<file path="config.mk">
export PLATFORM = sky130hd
export DESIGN_NAME = address_region_attribute_table
export DESIGN_NICKNAME = d
export VERILOG_FILES = /design/src/hdl/arat_pkg.sv /design/src/hdl/address_region_attribute_table.sv /design/src/hdl/arat_cell.sv
export VERILOG_INCLUDE_DIRS = /design/src /design/src/hdl
export SDC_FILE = /design/constraint.sdc
export NUM_CORES = 2
export LEC_CHECK = 0
export CORE_MARGIN = 8
export CORE_UTILIZATION = 63
export DETAILED_ROUTE_END_ITERATION = 16
export DONT_BUFFER_PORTS = 1
export HOLD_SLACK_MARGIN = 0.08
export PLACE_DENSITY_LB_ADDON = 0.12
export SYNTH_ARGS = -nofsm -noshare
export SYNTH_HDL_FRONTEND = slang
export SYNTH_HIERARCHICAL = 1
export SYNTH_SLANG_ARGS = --single-unit
</file>
<file path="constraint.sdc">
create_clock -name aclk -period 6.55 [get_ports aclk]
set_clock_uncertainty 0.2 [all_clocks]
set_input_delay 1.31 -clock aclk [delete_from_list [all_inputs] [get_ports aclk]]
set_output_delay 1.31 -clock aclk [all_outputs]
set_load 0.01 [all_outputs]
</file>
<file path="src/hdl/assert_macros.svh">
// Assertion macros shared by the address region attribute table RTL.
// Every macro samples on aclk and is disabled while aresetn is low.
`ifndef ASSERT_MACROS_SVH
`define ASSERT_MACROS_SVH

// Checks that an implication holds at every clock edge outside reset.
`define ARAT_ASSERT(label, prop, msg) \
    label: assert property (@(posedge aclk) disable iff (!aresetn) prop) else $error(msg);

// Checks that a condition holds at every clock edge outside reset.
`define ARAT_ALWAYS(label, cond, msg) \
    label: assert property (@(posedge aclk) disable iff (!aresetn) (cond)) else $error(msg);

`endif

</file>
<file path="src/hdl/arat_pkg.sv">
`timescale 1ns / 1ps
// Shared types and constants for the address region attribute table.
// Has no dependencies; used by arat_cell and address_region_attribute_table.
package arat_pkg;

    localparam int unsigned ADDR_W = 32;
    localparam int unsigned ATTR_W = 8;
    localparam int unsigned PAGE_BITS = 12;

    localparam logic [1:0] CMD_CLEAR  = 2'd0;
    localparam logic [1:0] CMD_APPEND = 2'd1;
    localparam logic [1:0] CMD_LOOKUP = 2'd2;

    localparam logic [1:0] ST_OK   = 2'd0;
    localparam logic [1:0] ST_FULL = 2'd1;
    localparam logic [1:0] ST_BAD  = 2'd2;
    localparam logic [1:0] ST_MISS = 2'd3;

    // Query that walks down the cell chain, one cell per cycle.
    typedef struct packed {
        logic [1:0]        cmd;
        logic [ADDR_W-1:0] addr;
        logic [ADDR_W:0]   end_addr;
        logic              size_ok;
        logic [ATTR_W-1:0] new_attr;
        logic              hit;
        logic [ATTR_W-1:0] hit_attr;
    } token_t;

    // One stored region, kept with its end precomputed at 33 bits.
    typedef struct packed {
        logic [ADDR_W-1:0] start;
        logic [ADDR_W:0]   end_addr;
        logic [ATTR_W-1:0] attr;
    } entry_t;

endpackage

</file>
<file path="src/hdl/address_region_attribute_table.sv">
`timescale 1ns / 1ps
// Top level of the address region attribute table: input stage, cell chain, result stage.
// Depends on arat_pkg, arat_cell and assert_macros.svh.
`include "assert_macros.svh"

// Each transaction walks a chain of TABLE_DEPTH cells, one cell per clock, and every cell
// holding a stored region compares it against the query; the first hit in append order
// wins. The result passes through the input register, one register per cell, the result
// register and the output register before it appears on the m_ channel. One transaction
// is in the chain at a time: s_ready rises again once the previous result has moved into
// the output register, so a new transaction is not accepted before then. An append that
// succeeds (status OK) is stored into the cell at index region_count when it leaves the
// chain. Table contents are not cleared at reset; only the region count is.
module address_region_attribute_table #(
    parameter int unsigned TABLE_DEPTH = 16
) (
    input  logic        aclk,
    input  logic        aresetn,
    input  logic        s_valid,
    output logic        s_ready,
    input  logic [1:0]  s_command,
    input  logic [31:0] s_address,
    input  logic [31:0] s_region_size,
    input  logic [7:0]  s_region_attribute,
    output logic        m_valid,
    input  logic        m_ready,
    output logic [1:0]  m_status,
    output logic [7:0]  m_attribute
);

    localparam int unsigned CNT_W = $clog2(TABLE_DEPTH + 1);

    arat_pkg::token_t       chain_tok [TABLE_DEPTH+1];
    logic [TABLE_DEPTH:0]   chain_vld;

    arat_pkg::token_t       in_tok_reg;
    arat_pkg::token_t       in_tok_next;
    logic                   in_vld_reg;
    logic                   busy_reg;
    logic                   busy_next;
    logic [CNT_W-1:0]       count_reg;
    logic [CNT_W-1:0]       count_next;
    logic                   tail_vld_reg;
    logic                   tail_vld_next;
    logic [1:0]             tail_status_reg;
    logic [1:0]             tail_status_next;
    logic [7:0]             tail_attr_reg;
    logic [7:0]             tail_attr_next;
    logic                   m_valid_reg;
    logic                   m_valid_next;
    logic [1:0]             m_status_reg;
    logic [7:0]             m_attr_reg;

    logic                   s_accept;
    logic                   tail_load;
    logic                   out_load;
    logic                   append_ok;
    arat_pkg::token_t       last_tok;
    arat_pkg::entry_t       wr_data;

    assign s_ready   = !busy_reg;
    assign s_accept  = s_valid && s_ready;
    assign out_load  = tail_vld_reg && (!m_valid_reg || m_ready);
    assign tail_load = chain_vld[TABLE_DEPTH];
    assign last_tok  = chain_tok[TABLE_DEPTH];

    // A lookup becomes the one-byte range [address, address + 1), so the cells
    // use the same interval test for both commands.
    always_comb begin
        in_tok_next          = '0;
        in_tok_next.cmd      = s_command;
        in_tok_next.addr     = s_address;
        in_tok_next.new_attr = s_region_attribute;
        in_tok_next.size_ok  = (s_region_size[arat_pkg::PAGE_BITS-1:0] == '0)
                            && (s_region_size[31:arat_pkg::PAGE_BITS] != '0);
        if (s_command == arat_pkg::CMD_LOOKUP) begin
            in_tok_next.end_addr = {1'b0, s_address} + 33'd1;
        end else begin
            in_tok_next.end_addr = {1'b0, s_address} + {1'b0, s_region_size};
        end
    end

    assign chain_tok[0] = in_tok_reg;
    assign chain_vld[0] = in_vld_reg;

    for (genvar i = 0; i < TABLE_DEPTH; i++) begin : g_cell
        arat_cell u_cell (
            .aclk          (aclk),
            .aresetn       (aresetn),
            .entry_used    (count_reg > CNT_W'(i)),
            .wr_en         (tail_load && append_ok && (count_reg == CNT_W'(i))),
            .wr_data       (wr_data),
            .tok_in_valid  (chain_vld[i]),
            .tok_in        (chain_tok[i]),
            .tok_out_valid (chain_vld[i+1]),
            .tok_out       (chain_tok[i+1])
        );
    end

    assign wr_data.start    = last_tok.addr;
    assign wr_data.end_addr = last_tok.end_addr;
    assign wr_data.attr     = last_tok.new_attr;

    assign append_ok = (last_tok.cmd == arat_pkg::CMD_APPEND)
                    && (count_reg != CNT_W'(TABLE_DEPTH))
                    && !last_tok.hit && last_tok.size_ok;

    always_comb begin
        count_next       = count_reg;
        tail_status_next = tail_status_reg;
        tail_attr_next   = tail_attr_reg;
        tail_vld_next    = tail_vld_reg;
        busy_next        = busy_reg;
        m_valid_next     = m_valid_reg;

        if (out_load) begin
            tail_vld_next = 1'b0;
            busy_next     = 1'b0;
            m_valid_next  = 1'b1;
        end else if (m_valid_reg && m_ready) begin
            m_valid_next = 1'b0;
        end

        if (s_accept) begin
            busy_next = 1'b1;
        end

        if (tail_load) begin
            tail_vld_next    = 1'b1;
            tail_status_next = arat_pkg::ST_OK;
            tail_attr_next   = '0;
            case (last_tok.cmd)
                arat_pkg::CMD_CLEAR: begin
                    count_next = '0;
                end
                arat_pkg::CMD_APPEND: begin
                    if (count_reg == CNT_W'(TABLE_DEPTH)) begin
                        tail_status_next = arat_pkg::ST_FULL;
                    end else if (last_tok.hit || !last_tok.size_ok) begin
                        tail_status_next = arat_pkg::ST_BAD;
                    end else begin
                        count_next = count_reg + CNT_W'(1);
                    end
                end
                arat_pkg::CMD_LOOKUP: begin
                    if (last_tok.hit) begin
                        tail_attr_next = last_tok.hit_attr;
                    end else begin
                        tail_status_next = arat_pkg::ST_MISS;
                    end
                end
                default: begin
                end
            endcase
        end
    end

    always_ff @(posedge aclk) begin
        if (!aresetn) begin
            in_vld_reg   <= 1'b0;
            busy_reg     <= 1'b0;
            count_reg    <= '0;
            tail_vld_reg <= 1'b0;
            m_valid_reg  <= 1'b0;
        end else begin
            in_vld_reg   <= s_accept;
            busy_reg     <= busy_next;
            count_reg    <= count_next;
            tail_vld_reg <= tail_vld_next;
            m_valid_reg  <= m_valid_next;
        end
        if (s_accept) begin
            in_tok_reg <= in_tok_next;
        end
        tail_status_reg <= tail_status_next;
        tail_attr_reg   <= tail_attr_next;
        if (out_load) begin
            m_status_reg <= tail_status_reg;
            m_attr_reg   <= tail_attr_reg;
        end
    end

    assign m_valid     = m_valid_reg;
    assign m_status    = m_status_reg;
    assign m_attribute = m_attr_reg;

    `ARAT_ALWAYS(a_count_range, count_reg <= CNT_W'(TABLE_DEPTH),
        "region count above table depth")
    `ARAT_ALWAYS(a_one_in_flight, $countones({chain_vld, tail_vld_reg}) <= 1,
        "more than one transaction in the chain")
    `ARAT_ASSERT(a_idle_empty, !busy_reg |-> (chain_vld == '0) && !tail_vld_reg,
        "chain holds a transaction while idle")
    `ARAT_ASSERT(a_miss_attr, m_valid && (m_status == arat_pkg::ST_MISS) |-> (m_attribute == '0),
        "miss carries an attribute")

endmodule

</file>
<file path="src/hdl/arat_cell.sv">
`timescale 1ns / 1ps
// One cell of the region chain: holds a single region and tests the passing query.
// Depends on arat_pkg and assert_macros.svh.
`include "assert_macros.svh"

module arat_cell (
    input  logic            aclk,
    input  logic            aresetn,
    input  logic            entry_used,
    input  logic            wr_en,
    input  arat_pkg::entry_t wr_data,
    input  logic            tok_in_valid,
    input  arat_pkg::token_t tok_in,
    output logic            tok_out_valid,
    output arat_pkg::token_t tok_out
);

    arat_pkg::entry_t entry_reg;
    arat_pkg::token_t tok_reg;
    arat_pkg::token_t tok_next;
    logic             vld_reg;
    logic             match;

    // Half-open intervals [a, b) and [c, d) meet when a < d and c < b.
    // A lookup arrives as the one-byte interval [addr, addr + 1).
    assign match = entry_used
                && ({1'b0, tok_in.addr} < entry_reg.end_addr)
                && ({1'b0, entry_reg.start} < tok_in.end_addr);

    always_comb begin
        tok_next = tok_in;
        if (match && !tok_in.hit) begin
            tok_next.hit      = 1'b1;
            tok_next.hit_attr = entry_reg.attr;
        end
    end

    always_ff @(posedge aclk) begin
        if (!aresetn) begin
            vld_reg <= 1'b0;
        end else begin
            vld_reg <= tok_in_valid;
        end
        tok_reg <= tok_next;
        if (wr_en) begin
            entry_reg <= wr_data;
        end
    end

    assign tok_out_valid = vld_reg;
    assign tok_out       = tok_reg;

    `ARAT_ASSERT(a_hit_sticks, tok_in_valid && tok_in.hit |=> tok_out_valid && tok_out.hit, "hit flag lost in cell")

endmodule
</file>
==> summary.md <==
| Metric | Value |
|---|---|
| Max Freq | approximately 220 MHz |
| Vias | 51298 |
| Worst-Skew Late Latency | approximately 0.9 ns |
| Initial antenna violation count | 1 |
| Routed WL per cell | 21.1 um |
| Die W | ~410 um |
| Status | complete, but fails checks |
| Final Hold Fails | 0 |
| Post-cts resize count | 0 |
| Post-synth top area share | roughly two fifths |
| DRT Pass-1 Iters | 7 |
| Failing checks | capacitance limit |
| Top post-synthesis cells by area | edfxtp_1 39%, dfxtp_1 29%, ha_1 13%, inv_1 4.1%, a21oi_1 2.4% |
| Crit Path Max Fanout | 28 |
| Max_cap viols | 1 |
| Post-CTS Setup Inserts | 0 |
| Req. time, crit path | 6.95 ns |
| P_leak | between 40 and 50 nW |
| CP Capture Type | register |
| Total power | between 0.03 and 0.04 W |
| Root Buffer | clkbuf_16 |
| Port buffer count | 0 |
| CTS tree | done |
| H-tree Lvls | 5 |
| Nets | between 8000 and 9000 |
| Startpoint Class | input port |
| CTS clock-pin slew for the worst setup and hold paths | around 0.06 ns |
| Largest net degree at the start of global routing | between 70 and 80 |
| All-Layer GR Usage | between 20% and 30% |
| TNS Setup | 0 ns |
| Die span in y | about 410 um |
| Min-delay worst type | register to register |
| Routed Antenna Nets | 0 |
| Worst Setup Slack, final | approximately 1.9 ns |
| Routed vias/inst | about 5.5 |
| Worst hold margin | approximately 0.10 ns |
| Synth Area in Compound Gates | approximately 6.3% |
| Clock period minus worst slack | around 4.7 ns |
| Largest area contributor in the netlist | edfxtp_1 |
| DP Area | 99100 um2 |
| Crit path arrival time | a little over 5 ns |
| Post-synth EDFFs | between 1000 and 1500 |
| I/O pin cnt | 90 |
| Largest family of logic cells by synthesized area | adder cells |
| Top-count cell post-synth | dfxtp_1 |
| Sequential share of the synthesized area | 68.3% |
| Top cells by count, synth | 1385 x dfxtp_1, 1264 x edfxtp_1, 1056 x inv_1, 1032 x ha_1, 453 x a21oi_1 |
| XOR/XNOR Fraction of Synth Area | less than 1% |
| Total grt overflow | 0 |
| Peak supply drop | about 300 uV |
| Row cnt | about 140 |
| RSZ-0062 raised after global routing | false |
| Synth warn | 6 |
| Least-Margin Pin Slew | between 1 and 1.5 ns |
| Final wirelength | about 200000 um |
| Gate Count Post-Synth | around 6800 |
| DRT iter0 DRCs | around 2800 |
| Die area | about 170000 um2 |
| CTS hold repair buffers | 0 |
| Ys async rst share | 0% |
| CTS sink cnt | ~2600 |
| Placer Congestion | between 0.8 and 0.9 |
| Adder-cell area share of the yosys netlist | a little over an eighth |
| DRC viols | 0 |
| DP HPWL | between 100000 and 150000 um |
| Clk buf depth | 4 |
| Ys flop type | dfxtp_1 |
| Vias in the first global route | approximately 53000 |
| Max-slew headroom | 1.21% |
| Final Max Tran Viols | 0 |
| Multiplexer share of the synthesized area | 1.52% |
| Initial Utilization | between 60 and 70% |
| Netlist cell types | 70 |
| Design area | approximately 110000 um2 |
| Num CTS Buffers | 276 |
| Max reg flops | approximately 1400 |
| Area Overhead vs Synth | 12.5% |
| Kind of critical path | input port to register |
| Layout cells sized above 1 | a little under a tenth |
| Yosys reg bits | 2649 |
| Final Setup Violations | 0 |
| Syn_area_per_cell | about 14 um2 |
| Place WS | around 1.1 ns |
| Synthesized cell area | between 90000 and 100000 um2 |
| Post-Synth Simple-Gate Area | under 10% |
| Power density over cell area | about 330 nW/um2 |
| Period utilization | 71.0% |
| First-pass GRT wire length | approximately 300000 um |
| Core Region | between 150000 and 200000 um2 |
-- layout by cell type, fill, tap and decap left out, drive strengths merged, types with 80 or more instances in the layout --
cell | Yosys | final
mux2 | 128 | 128
edfxtp | 1264 | 1264
nand2 | 312 | 312
ha | 1032 | 1032
clkbuf | 10 | 393
a21o | 84 | 84
nand4 | 119 | 119
o21ai | 173 | 173
a21oi | 454 | 454
inv | 1056 | 1060
a221oi | 80 | 80
nand3 | 87 | 87
dfxtp | 1385 | 1385
and4 | 97 | 97
-- report_power, final --
group / internal (W) / leakage (nW) / switching (W)
Clock: 0.00935 / 4.42 / 0.00598
Sequential: 0.0181 / 23.1 / 0.000666
Combinational: 0.000662 / 18.6 / 0.000868
-- kinds of logic (layout without fill, tap and decap cells) --
family	after synthesis	after routing
other	1	15
buffers and inverters	1069	1576
muxes	130	130
AOI/OAI and AO/OA	914	914
and+or+nand+nor	958	958
adders and majority gates	1033	1033
DFF	2649	2649
xor gates and xnor gates	28	28
-- critical path, cell delays in order --
cell	delay (ns)
nand2b_1	0.73
nand2b_1	0.13
ha_1	0.28
fa_1	0.43
a211oi_1	0.30
nor2_1	0.15
o31ai_1	0.41
o2111ai_1	0.29
a311oi_1	0.65
o21ai_1	0.16
xor2_1	0.18
-- final timing paths --
path	startpoint	to	slack (ns)	depth (start not counted)
max reg2reg	count_reg[1]	g_cell[5].u_cell/entry_reg[57]	2.68	10
min reg2reg	g_cell[0].u_cell/tok_out[70]	g_cell[1].u_cell/tok_out[70]	0.10	0
max	s_command[0]	chain_tok[1408]	1.90	11
min	g_cell[0].u_cell/tok_out[70]	g_cell[1].u_cell/tok_out[70]	0.10	0
-- area by class of cell --
type	count	area, um2
Fill cell	10000	43600
Clock inverter	86	1020
Antenna cell	5	12.5
Clock buffer	393	8000
Timing Repair Buffer	41	308
Inverter	1056	3960
Tap cell	2030	2540
Multi-Input combinational cell	3073	26600
Sequential cell	2649	65700
-- metal layers --
layer	track usage [%]	wire length, um
met2	39.7	93600
met4	13.4	12400
met5	0	0
met1	29.5	84400
met3	3.16	6630
-- per-stage QoR --
| step | std cells | util (%) |
|---|---|---|
| finish | 9333 | 71.3 |
| global route | 9329 | 71.3 |
| CTS | 9328 | 71.3 |
| detailed placement | 8849 | 65.3 |
| global placement | 8849 | 65.3 |
| floorplan | 6791 | - |
No activity file was read; power rests on OpenSTA's default activity.
